[src/rtl/brc_pkg.sv]
// ----------------------------------------------------------------------------
// brc_pkg
// Shared types and constants for the block bitmap range clear engine.
// ----------------------------------------------------------------------------
package brc_pkg;

  localparam int WORD_W    = 32;
  localparam int BIT_IDX_W = 5;
  localparam int OFFSET_W  = 16;
  localparam int COUNT_W   = 17;
  localparam int TOTAL_W   = 17;
  localparam int END_W     = 18;
  localparam int WIDX_W    = 12;
  localparam int FCNT_W    = 32;

  localparam logic [TOTAL_W-1:0] TOTAL_RESET = 17'd65536;
  localparam logic [WORD_W-1:0]  ALL_ONES    = 32'hffff_ffff;
  localparam logic               FUNC_FREE   = 1'b0;
  localparam logic               FUNC_READ   = 1'b1;
  localparam logic               STATUS_OK   = 1'b0;
  localparam logic               STATUS_RANGE = 1'b1;

  typedef enum logic [6:0] {
    S_INIT   = 7'b0000001,
    S_IDLE   = 7'b0000010,
    S_RD     = 7'b0000100,
    S_RDWAIT = 7'b0001000,
    S_CLEAR  = 7'b0010000,
    S_RMW    = 7'b0100000,
    S_OUT    = 7'b1000000
  } state_t;

  // position of one word within a range being cleared
  typedef struct packed {
    logic                 first;
    logic                 last;
    logic [BIT_IDX_W-1:0] start_pos;
    logic [BIT_IDX_W-1:0] end_pos;
  } word_span_t;

endpackage

[src/rtl/brc_mask.sv]
// ----------------------------------------------------------------------------
// brc_mask
// Clear mask for one bitmap word; bit position 0 is the word's msb.
// ----------------------------------------------------------------------------
module brc_mask import brc_pkg::*; (
  input  word_span_t        span,
  output logic [WORD_W-1:0] mask
);

  logic [BIT_IDX_W-1:0] lo_pos;
  logic [BIT_IDX_W-1:0] hi_pos;

  always_comb begin
    lo_pos = span.first ? span.start_pos : '0;
    hi_pos = span.last ? span.end_pos : 5'd31;
    mask   = (ALL_ONES >> lo_pos) & (ALL_ONES << (5'd31 - hi_pos));
  end

endmodule

[config.mk]
export PLATFORM = sky130hd
export DESIGN_NAME = brc_mask
export DESIGN_NICKNAME = d
export VERILOG_FILES = /design/src/rtl/brc_pkg.sv /design/src/rtl/brc_mask.sv
export SDC_FILE = /design/constraint.sdc
export NUM_CORES = 1
export LEC_CHECK = 0
export BUFFER_PORTS_ARGS = -buffer_cell sky130_fd_sc_hd__buf_4
export CAP_MARGIN = 20
export CORE_ASPECT_RATIO = 1.1
export CORE_MARGIN = 2
export CORE_UTILIZATION = 42
export DETAILED_ROUTE_END_ITERATION = 12
export PLACE_DENSITY = 0.81
export SLEW_MARGIN = 20
export SYNTH_ARGS = -nofsm -noshare
export SYNTH_HDL_FRONTEND = slang
export SYNTH_SLANG_ARGS = --single-unit
[constraint.sdc]
create_clock -name vclk -period 0.9
set_input_delay 0.135 -clock vclk [all_inputs]
set_output_delay 0.135 -clock vclk [all_outputs]
set_load 0.05 [all_outputs]
==> flow_summary.json, run 1 <==
{
  "status": "aborted with a tool error",
  "syn-num-nets": 122,
  "io_pins": 44,
  "haltStage": "detailed placement",
  "netlist_area_um2": 734.5,
  "synth.distinct_cells": 41,
  "fp.dieH_um": 47.86,
  "port_buffers": 44,
  "synth_area_leaders": "a21oi_1 (12%), buf_6 (7.7%), o21ai_0 (6.8%)",
  "yosys.area.top_type": "a21oi_1",
  "die_w_um": 43.87,
  "rows": 15,
  "error": "[ERROR DPL-0038] Utilization greater than 100%, impossible to legalize",
  "gp_congestion": 0.9194,
  "avgSynthCellArea_um2": 6.677,
  "synth_warnings": 0,
  "synthCells": 110,
  "synth_top_area_share": 0.1227,
  "ys_seq_area_frac": 0,
  "start_util": 0.4550
}
## cell families after synthesis
| group | after synthesis | share of synthesized area |
|---|---|---|
| AOI/OAI and AO/OA | 54 | 0.5281 |
| and+or+nand+nor | 39 | 0.3169 |
| buffers and inverters | 17 | 0.1550 |
## synthesized netlist by cell type, drive strengths merged
| master | count |
|---|---|
| a21oi | 19 |
| buf | 13 |
| nor2 | 10 |
| o21ai | 10 |
| nand2 | 7 |
| a221oi | 5 |
| nand3 | 5 |
| a311oi | 4 |
| inv | 4 |
| nor3 | 4 |
| a211oi | 3 |
| and3 | 3 |
| o21a | 3 |
| and2 | 2 |
| o31ai | 2 |
| or3 | 2 |
| a2111oi | 1 |
| a21bo | 1 |
| a22oi | 1 |
| a2bb2oi | 1 |
| a31oi | 1 |
| and4 | 1 |
| nand2b | 1 |
| nand4 | 1 |
| nor2b | 1 |
| o211ai | 1 |
| o22ai | 1 |
| o31a | 1 |
| or2 | 1 |
| or3b | 1 |
## per-stage QoR
stage / setup TNS [ns] / worst slack (ns) / cell area (um^2) / hold slack, ns / instances
floorplan: -7.995 / -0.4278 / 1265 / 0.4861 / 110
global placement: -11.10 / -0.4806 / 1853 / 0.7461 / 207
==> run 2, diff against run 1 <==
--- a/config.mk
+++ b/config.mk
@@ -7,11 +7,10 @@
 export LEC_CHECK = 0
 export BUFFER_PORTS_ARGS = -buffer_cell sky130_fd_sc_hd__buf_4
 export CAP_MARGIN = 20
-export CORE_ASPECT_RATIO = 1.1
-export CORE_MARGIN = 2
-export CORE_UTILIZATION = 42
+export CORE_AREA = 2 2 63 65
 export DETAILED_ROUTE_END_ITERATION = 12
-export PLACE_DENSITY = 0.81
+export DIE_AREA = 0 0 65 67
+export PLACE_DENSITY_LB_ADDON = 0.15
 export SLEW_MARGIN = 20
 export SYNTH_ARGS = -nofsm -noshare
 export SYNTH_HDL_FRONTEND = slang
==> constraint.sdc (replaced) <==
create_clock -name vclk -period 1.2
set_input_delay 0.18 -clock vclk [all_inputs]
set_output_delay 0.18 -clock vclk [all_outputs]
set_load 0.05 [all_outputs]
==> run 2 against run 1 <==
Against the previous run:
- the flow now finishes, with violations (setup timing)
- synthesized cell count unchanged
- area after synthesis unchanged
==> flow_summary.json, run 2 <==
{
  "fp.dieH_um": 67,
  "hp-class": "in2out",
  "wl_um": 4248,
  "avgSynthCellArea_um2": 6.677,
  "post-route-min-period_ns": 1.401,
  "synth_warnings": 0,
  "vias": 1304,
  "drc": 0,
  "avgRoutedWirePerCell_um": 16.47,
  "setup_viol_count_final": 26,
  "diodes": 0,
  "final.setup.tns_ns": -2.380,
  "whs_ns": 0.7565,
  "fmax_mhz": 714.0,
  "n_fill_cell": 251,
  "final_common_cell": "buf_6",
  "antenna_left": 0,
  "path_cells": "buf_6 -> or3b_4 -> nor3_4 -> a221oi_4 -> buf_6",
  "syn-num-nets": 122,
  "multi_input_area_um2": 1161,
  "die_w_um": 65,
  "synth_top_area_share": 0.1227,
  "failed_checks": "setup timing",
  "synthCells": 110,
  "period_share": 1.167,
  "coreArea_um2": 3606,
  "io_pins": 44,
  "end_kind": "primary output",
  "finalHoldViolCount": 0,
  "yosys.area.top_type": "a21oi_1",
  "crit_family": "simple AND/OR/NAND/NOR gates",
  "slew_violations": 0,
  "nNetsFinal": 224,
  "crit_cells": 5,
  "pre_cts_ws_ns": -0.2668,
  "synth.distinct_cells": 41,
  "fin_ws_ns": -0.2006,
  "hold_path.startpoint": "span[4]",
  "cts_hold_buf": 0,
  "status": "finished, violations left",
  "crit_fanout": 4,
  "arrival_ns": 1.22,
  "tightest_slew_ns": 0.4550,
  "synth_common_cells": "a21oi_1 (18), o21ai_0 (10), nor2_1 (8)",
  "ys_seq_area_frac": 0,
  "grt_pass1_vias": 1314,
  "grt_first_pass_wirelength_um": 6472,
  "drive_above_1_share": 0.9000,
  "path_class": "in2out",
  "maxCapViolCount": 0,
  "grt_max_degree": 12,
  "area_growth_pct": 238.2,
  "cp-startpoint": "span[0]",
  "grt_antenna_before_repair": 0,
  "finalNonFillerCells": 258,
  "seq_cell_count": 0,
  "drt_iter0_drc": 51,
  "netlist_area_um2": 734.5,
  "firstDrtPassIters": 4,
  "maxSlewHeadroom": 0.6960,
  "viasPerCell": 5.054,
  "mostFrequentLayoutCells": "buf_6 (49), buf_4 (44), a21oi_4 (12)",
  "dieArea_um2": 4355,
  "rows": 22,
  "grt.overflow.total": 0,
  "numPlacedInstances": 243,
  "gp_congestion": 0.8383,
  "synth_area_leaders": "a21oi_1 (12%), buf_6 (7.7%), o21ai_0 (6.8%)",
  "slowest_delay_ns": 0.44,
  "cp_common_cell": "buf_6",
  "port_buffers": 44,
  "ir_drop_uv": 310.1,
  "crit_end": "mask[30]",
  "synth.most_common_cell": "a21oi_1",
  "grt_usage": 0.1891,
  "power_density_nw_per_um2": 559.4,
  "rsz0062_at_grt": "yes",
  "start_util": 0.2037,
  "place_hpwl_um": 2825,
  "worst_setup_path_start_kind": "primary input",
  "nClkBuffers": 0,
  "p_leak_nw": 0.9910,
  "crit_slowest_cell": "or3b_4",
  "cp_data_required_time_ns": 1.02,
  "crit_buf_inv": 2,
  "register_area_um2": 0
}
==> run 2: cell counts after synthesis <==
No cell type changed its count.
==> run 2: what timing repair did <==
item,CTS,global route
setup endpoints to repair,32,31
cloned,2,0
resized for setup,106,22
setup buffers,11,4
pin swaps,30,21
hold endpoints to repair,0,0
==> run 2: layout make-up <==
type	instances	share of cell area
well taps	48	0.02418
repair buffers	113	0.4992
multi-input cells	93	0.4675
inverters	4	0.009068
==> run 2: metal layers <==
metal / vias up / GRT usage / wire (um)
li1: 628 / - / -
met1: 625 / 0.2407 / 1786
met2: 42 / 0.3544 / 2210
met3: 9 / 0.008446 / 155
met4: 0 / 0.03191 / 95
met5: - / 0 / 0
==> run 2: cell families after synthesis <==
family,Yosys count,share of synthesized area
AO/OA/AOI/OAI,54,0.5281
AND/OR/NAND/NOR,39,0.3169
buffers and inverters,17,0.1550
==> run 2: how the worst min path moves through the flow <==
| stage | to | slack [ns] | depth (start not counted) |
|---|---|---|---|
| after floorplan | mask[24] | 0.57 | 2 |
| after global placement | mask[23] | 0.81 | 4 |
| after detailed placement | mask[23] | 0.81 | 4 |
| after CTS | mask[12] | 0.75 | 4 |
| after global routing | mask[13] | 0.77 | 4 |
| final | mask[13] | 0.76 | 4 |
==> run 2: report_power, final <==
part	total (W)	leakage (nW)	switching, W	internal [W]
combinational	0.00139	0.991	0.000766	0.000623
sequential	0	0	0	0
clock	0	0	0	0
==> run 2: per-stage QoR <==
step / util / instance area, um^2 / total power [W]
final: 0.6888 / 2484 / 0.001389
after global routing: 0.6888 / 2484 / 0.001444
after CTS: 0.6634 / 2392 / 0.001342
after detailed placement: 0.5128 / 1849 / 0.001105
after global placement: 0.5128 / 1849 / 0.001100
after floorplan: - / 1194 / 0.0007683
(Power assumes the default switching activity.)
==> run 3, diff against run 2 <==
--- a/config.mk
+++ b/config.mk
@@ -5,6 +5,7 @@
 export SDC_FILE = /design/constraint.sdc
 export NUM_CORES = 1
 export LEC_CHECK = 0
+export ABC_AREA = 1
 export BUFFER_PORTS_ARGS = -buffer_cell sky130_fd_sc_hd__buf_4
 export CAP_MARGIN = 20
 export CORE_AREA = 2 2 63 65
==> run 3 against run 2 <==
Against the previous run:
- the run still ends with setup timing left
- maximum frequency increased by 15%
- critical endpoint is now mask[1]
- via count is 5.4% lower
- wire length fell by 20%
- sequential share of layout area unchanged
- critical path depth is 1 higher
- die area is the same
- cell count is 3.5% higher
- combinational power fell by 13%
- critical path type unchanged
- sequential cell count stayed put
- non-clock buffer count shrank 38
==> flow_summary.json, run 3 <==
{
  "period_share": 1.011,
  "cts_hold_buf": 0,
  "fmax_mhz": 824.7,
  "ir_drop_uv": 259.2,
  "n_fill_cell": 354,
  "finalHoldViolCount": 0,
  "whs_endpoint": "mask[7]",
  "holdPathStages": 5,
  "final.setup.tns_ns": -0.02499,
  "muxShareOfSynthArea": 0,
  "grt_usage": 0.1550,
  "synth_common_cells": "nand2_1 (35), nor2_1 (32), inv_1 (17)",
  "synth.distinct_cells": 19,
  "die_w_um": 65,
  "drive_above_1_share": 0.7489,
  "area_growth_pct": 179.3,
  "path_cells": "buf_4 -> nand3_2 -> nor2_4 -> buf_4 -> a21oi_4 -> buf_4",
  "setup_viol_count_final": 2,
  "rsz0062_at_grt": "yes",
  "path_class": "in2out",
  "synthCells": 150,
  "coreArea_um2": 3606,
  "numPlacedInstances": 262,
  "fin_area_um2": 1912,
  "diodes": 0,
  "io_pins": 44,
  "synth_warnings": 0,
  "slowest_delay_ns": 0.18,
  "nNetsFinal": 233,
  "final_common_cell": "buf_4",
  "grt_antenna_before_repair": 0,
  "firstDrtPassIters": 4,
  "fp.dieH_um": 67,
  "rows": 22,
  "arrival_ns": 1.03,
  "crit_slowest_cell": "nand3_2",
  "dieArea_um2": 4355,
  "ys_seq_area_frac": 0,
  "port_buffers": 44,
  "crit_fanout": 8,
  "maxSlewHeadroom": 0.8112,
  "nClkBuffers": 0,
  "drc": 0,
  "grt_pass1_vias": 1198,
  "power_density_nw_per_um2": 630.5,
  "synth_top_family_by_area": "simple AND/OR/NAND/NOR gates",
  "vias": 1234,
  "synth_top_area_share": 0.1920,
  "finalNonFillerCells": 267,
  "register_area_um2": 0,
  "viasPerCell": 4.622,
  "yosys.area.top_type": "nand2_1",
  "placed_cell_area_um2": 1441,
  "grt_max_degree": 11,
  "syn-num-nets": 162,
  "netlist_area_um2": 684.4,
  "cp_data_required_time_ns": 1.02,
  "maxCapViolCount": 0,
  "tightest_slew_ns": 0.2832,
  "whs_ns": 0.8143,
  "hp-class": "in2out",
  "drt_iter0_drc": 38,
  "start_util": 0.1898,
  "synth_fa_ha_area_frac": 0,
  "mostFrequentLayoutCells": "buf_4 (44), nand2_1 (23), buf_6 (21)",
  "fin_ws_ns": -0.01263,
  "antenna_left": 0,
  "status": "finished, violations left",
  "p_leak_nw": 0.9245,
  "synth-simple-area-share": 0.6234,
  "synth_area_leaders": "nand2_1 (19%), nor2_1 (18%), nand3_1 (12%)",
  "grt.overflow.total": 0,
  "gp_congestion": 0.8546,
  "cp_common_cell": "buf_4",
  "place_hpwl_um": 2628,
  "grt_first_pass_wirelength_um": 5444,
  "synth.most_common_cell": "nand2_1",
  "synth_compound_area_frac": 0.1755,
  "avgSynthCellArea_um2": 4.563,
  "slew_violations": 0,
  "end_kind": "primary output",
  "wl_um": 3396,
  "post-route-min-period_ns": 1.213,
  "seq_cell_count": 0,
  "failed_checks": "setup timing",
  "power_w": 0.001205,
  "avgRoutedWirePerCell_um": 12.72,
  "cp-startpoint": "span[6]",
  "hold_path.startpoint": "span[9]",
  "synth_xor_area_frac": 0,
  "worst_setup_path_start_kind": "primary input"
}
-- run 3: cell types whose count changed after synthesis, sizes merged, moves of 3 or more --
cell / before / now
nor2: 10 / 36
buf: 13 / 5
inv: 4 / 24
nand2: 7 / 41
and3: 3 / 0
a311oi: 4 / 0
nand3: 5 / 16
a221oi: 5 / 0
a211oi: 3 / 0
a21oi: 19 / 13
-- run 3: worst max-delay path by stage --
stage / slack (ns) / cells past startpoint / end
floorplan: -0.11 / 6 / mask[18]
global placement: -0.13 / 7 / mask[6]
detailed placement: -0.15 / 7 / mask[4]
CTS: -0.05 / 7 / mask[30]
global route: -0.04 / 7 / mask[30]
finish: -0.01 / 6 / mask[1]
-- run 3: through the flow --
step             util  setup slack (ns)
2_1_floorplan       -           -0.1136
3_3_place_gp   0.3997           -0.1342
3_5_place_dp   0.3997           -0.1509
4_1_cts        0.4545          -0.04715
5_1_grt        0.5302          -0.04140
6_report       0.5302          -0.01263
-- run 3: layout make-up --
| class | instances | area (um^2) | share of cell area |
|---|---|---|---|
| Tap cell | 48 | 60.06 | 0.03141 |
| Inverter | 24 | 117.6 | 0.06152 |
| Multi-Input combinational cell | 120 | 997.2 | 0.5216 |
| Timing Repair Buffer | 75 | 737.0 | 0.3855 |
-- run 3: power breakdown --
group / leakage [nW] / total, W / internal (W) / switching [W]
Combinational: 0.925 / 0.00121 / 0.000451 / 0.000755
Clock: 0 / 0 / 0 / 0
Sequential: 0 / 0 / 0 / 0
-- run 3: repair_timing --
item,in CTS,in global routing
endpoints found under the setup margin,31,30
gates resized for setup,51,69
gates cloned,0,1
buffers inserted,3,1
pin swaps,6,14
-- run 3: cells by family after synthesis --
group / Yosys count
AOI/OAI and AO/OA: 23
buffers and inverters: 30
and+or+nand+nor: 97
-- run 3: critical path: cells and delay by family --
kind | cells | cell delay (ns)
buffers and inverters | 3 | 0.47
AND/OR/NAND/NOR | 2 | 0.34
AO/OA/AOI/OAI | 1 | 0.04
-- run 3: layer usage --
metal / track usage / up-vias / part of all wire
met4: 0.01330 / 0 / 0
met1: 0.2086 / 589 / 0.44
met5: 0 / - / 0
met2: 0.2822 / 29 / 0.53
met3: 0.006757 / 0 / 0.037
li1: - / 616 / -
==> run 4, diff against run 3 <==
--- a/config.mk
+++ b/config.mk
@@ -11,6 +11,7 @@
 export CORE_AREA = 2 2 63 65
 export DETAILED_ROUTE_END_ITERATION = 12
 export DIE_AREA = 0 0 65 67
+export MAX_ROUTING_LAYER = met4
 export PLACE_DENSITY_LB_ADDON = 0.15
 export SLEW_MARGIN = 20
 export SYNTH_ARGS = -nofsm -noshare
==> run 4 against run 3 <==
Against the previous run:
- global-route usage up 0.41 points
- the flow still finishes with violations (setup timing)
- highest routed layer unchanged
- die area unchanged
- combinational power about the same
- hold slack unchanged
- maximum frequency about the same
- sequential share of layout area unchanged
- sequential cell count unchanged
- power about the same
==> flow_summary.json, run 4 (synthesis results as in run 3) <==
{
  "avgRoutedWirePerCell_um": 12.73,
  "diodes": 0,
  "slowest_delay_ns": 0.20,
  "register_area_um2": 0,
  "vias": 1238,
  "multi_input_area_um2": 997.2,
  "start_util": 0.1898,
  "hp-class": "in2out",
  "crit_slowest_cell": "nand4_1",
  "rows": 22,
  "final.setup.tns_ns": -0.02132,
  "fmax_mhz": 824.7,
  "crit_fanout": 5,
  "antenna_left": 0,
  "gp_congestion": 0.8682,
  "coreArea_um2": 3606,
  "worst_setup_path_start_kind": "primary input",
  "power_w": 0.001206,
  "fp.dieH_um": 67,
  "nClkBuffers": 0,
  "drt_iter0_drc": 37,
  "area_growth_pct": 179.3,
  "grt_antenna_before_repair": 0,
  "maxCapViolCount": 0,
  "viasPerCell": 4.637,
  "p_leak_nw": 0.9245,
  "ir_drop_uv": 259.2,
  "grt.overflow.total": 0,
  "arrival_ns": 1.03,
  "die_w_um": 65,
  "rsz0062_at_grt": "yes",
  "grt_max_degree": 11,
  "grt_first_pass_wirelength_um": 5444,
  "place_hpwl_um": 2628,
  "port_buffers": 44,
  "power_density_nw_per_um2": 630.8,
  "tightest_slew_ns": 0.2829,
  "failed_checks": "setup timing",
  "dieArea_um2": 4355,
  "wl_um": 3399,
  "cp_common_cell": "nor2_4",
  "io_pins": 44,
  "nNetsFinal": 233,
  "finalHoldViolCount": 0,
  "cts_hold_buf": 0,
  "path_cells": "buf_12 -> inv_6 -> nor2_4 -> nand4_1 -> nor2_2 -> nor2_4 -> buf_6",
  "status": "finished, violations left",
  "cp_data_required_time_ns": 1.02,
  "slew_violations": 0,
  "end_kind": "primary output",
  "post-route-min-period_ns": 1.213,
  "seq_cell_count": 0,
  "grt_usage": 0.1591,
  "fin_ws_ns": -0.01260,
  "path_class": "in2out",
  "setup_viol_count_final": 2,
  "maxSlewHeadroom": 0.8114,
  "period_share": 1.010,
  "drive_above_1_share": 0.7489,
  "drc": 0,
  "firstDrtPassIters": 4,
  "mostFrequentLayoutCells": "buf_4 (44), nand2_1 (23), buf_6 (21)",
  "n_fill_cell": 354,
  "grt_pass1_vias": 1198,
  "final_common_cell": "buf_4"
}
[run 4: cell counts in the layout (fill, tap and decap cells not counted)]
No cell type changed its count.
[run 4: final timing paths]
| check | endpoint | from | depth (start not counted) |
|---|---|---|---|
| worst max-delay path | mask[30] | span[10] | 7 |
| worst min-delay path | mask[7] | span[9] | 5 |
[run 4: critical path, delay by kind of cell]
family	cells	cell delay, ns
simple gates	4	0.58
buf+inv	3	0.27
[run 4: layout make-up]
class                           count  share of cell area
Inverter                           24             0.06152
Multi-Input combinational cell    120              0.5216
Tap cell                           48             0.03141
Timing Repair Buffer               75              0.3855
[run 4: metal layers]
metal | vias to the layer above | global-route usage | wire length [um]
li1 | 616 | - | -
met1 | 590 | 0.2096 | 1475
met2 | 32 | 0.2822 | 1783
met3 | 0 | 0.005068 | 140
met4 | 0 | 0.01330 | 0
met5 | - | - | 0
[run 4: where the power goes]
part	internal [W]	leakage (nW)	switching, W
clock	0	0	0
combinational	0.000451	0.925	0.000755
sequential	0	0	0
[run 4: timing repair]
action                     4_1_cts  5_1_grt
resized for setup               51       69
pin swaps                        6       14
buffers inserted                 3        1
setup endpoints to repair       31       30
gates cloned                     0        1
[run 4: metrics by stage]
stage               area, um^2  cells  setup WS [ns]    util  hold slack (ns)
finish                    1912    267       -0.01260  0.5302           0.8143
global route              1912    267       -0.04140  0.5302           0.8531
CTS                       1639    265       -0.04715  0.4545           0.7714
detailed placement        1441    262        -0.1509  0.3997           0.7633
global placement          1441    262        -0.1342  0.3997           0.7645
floorplan                907.1    150        -0.1136       -           0.5855
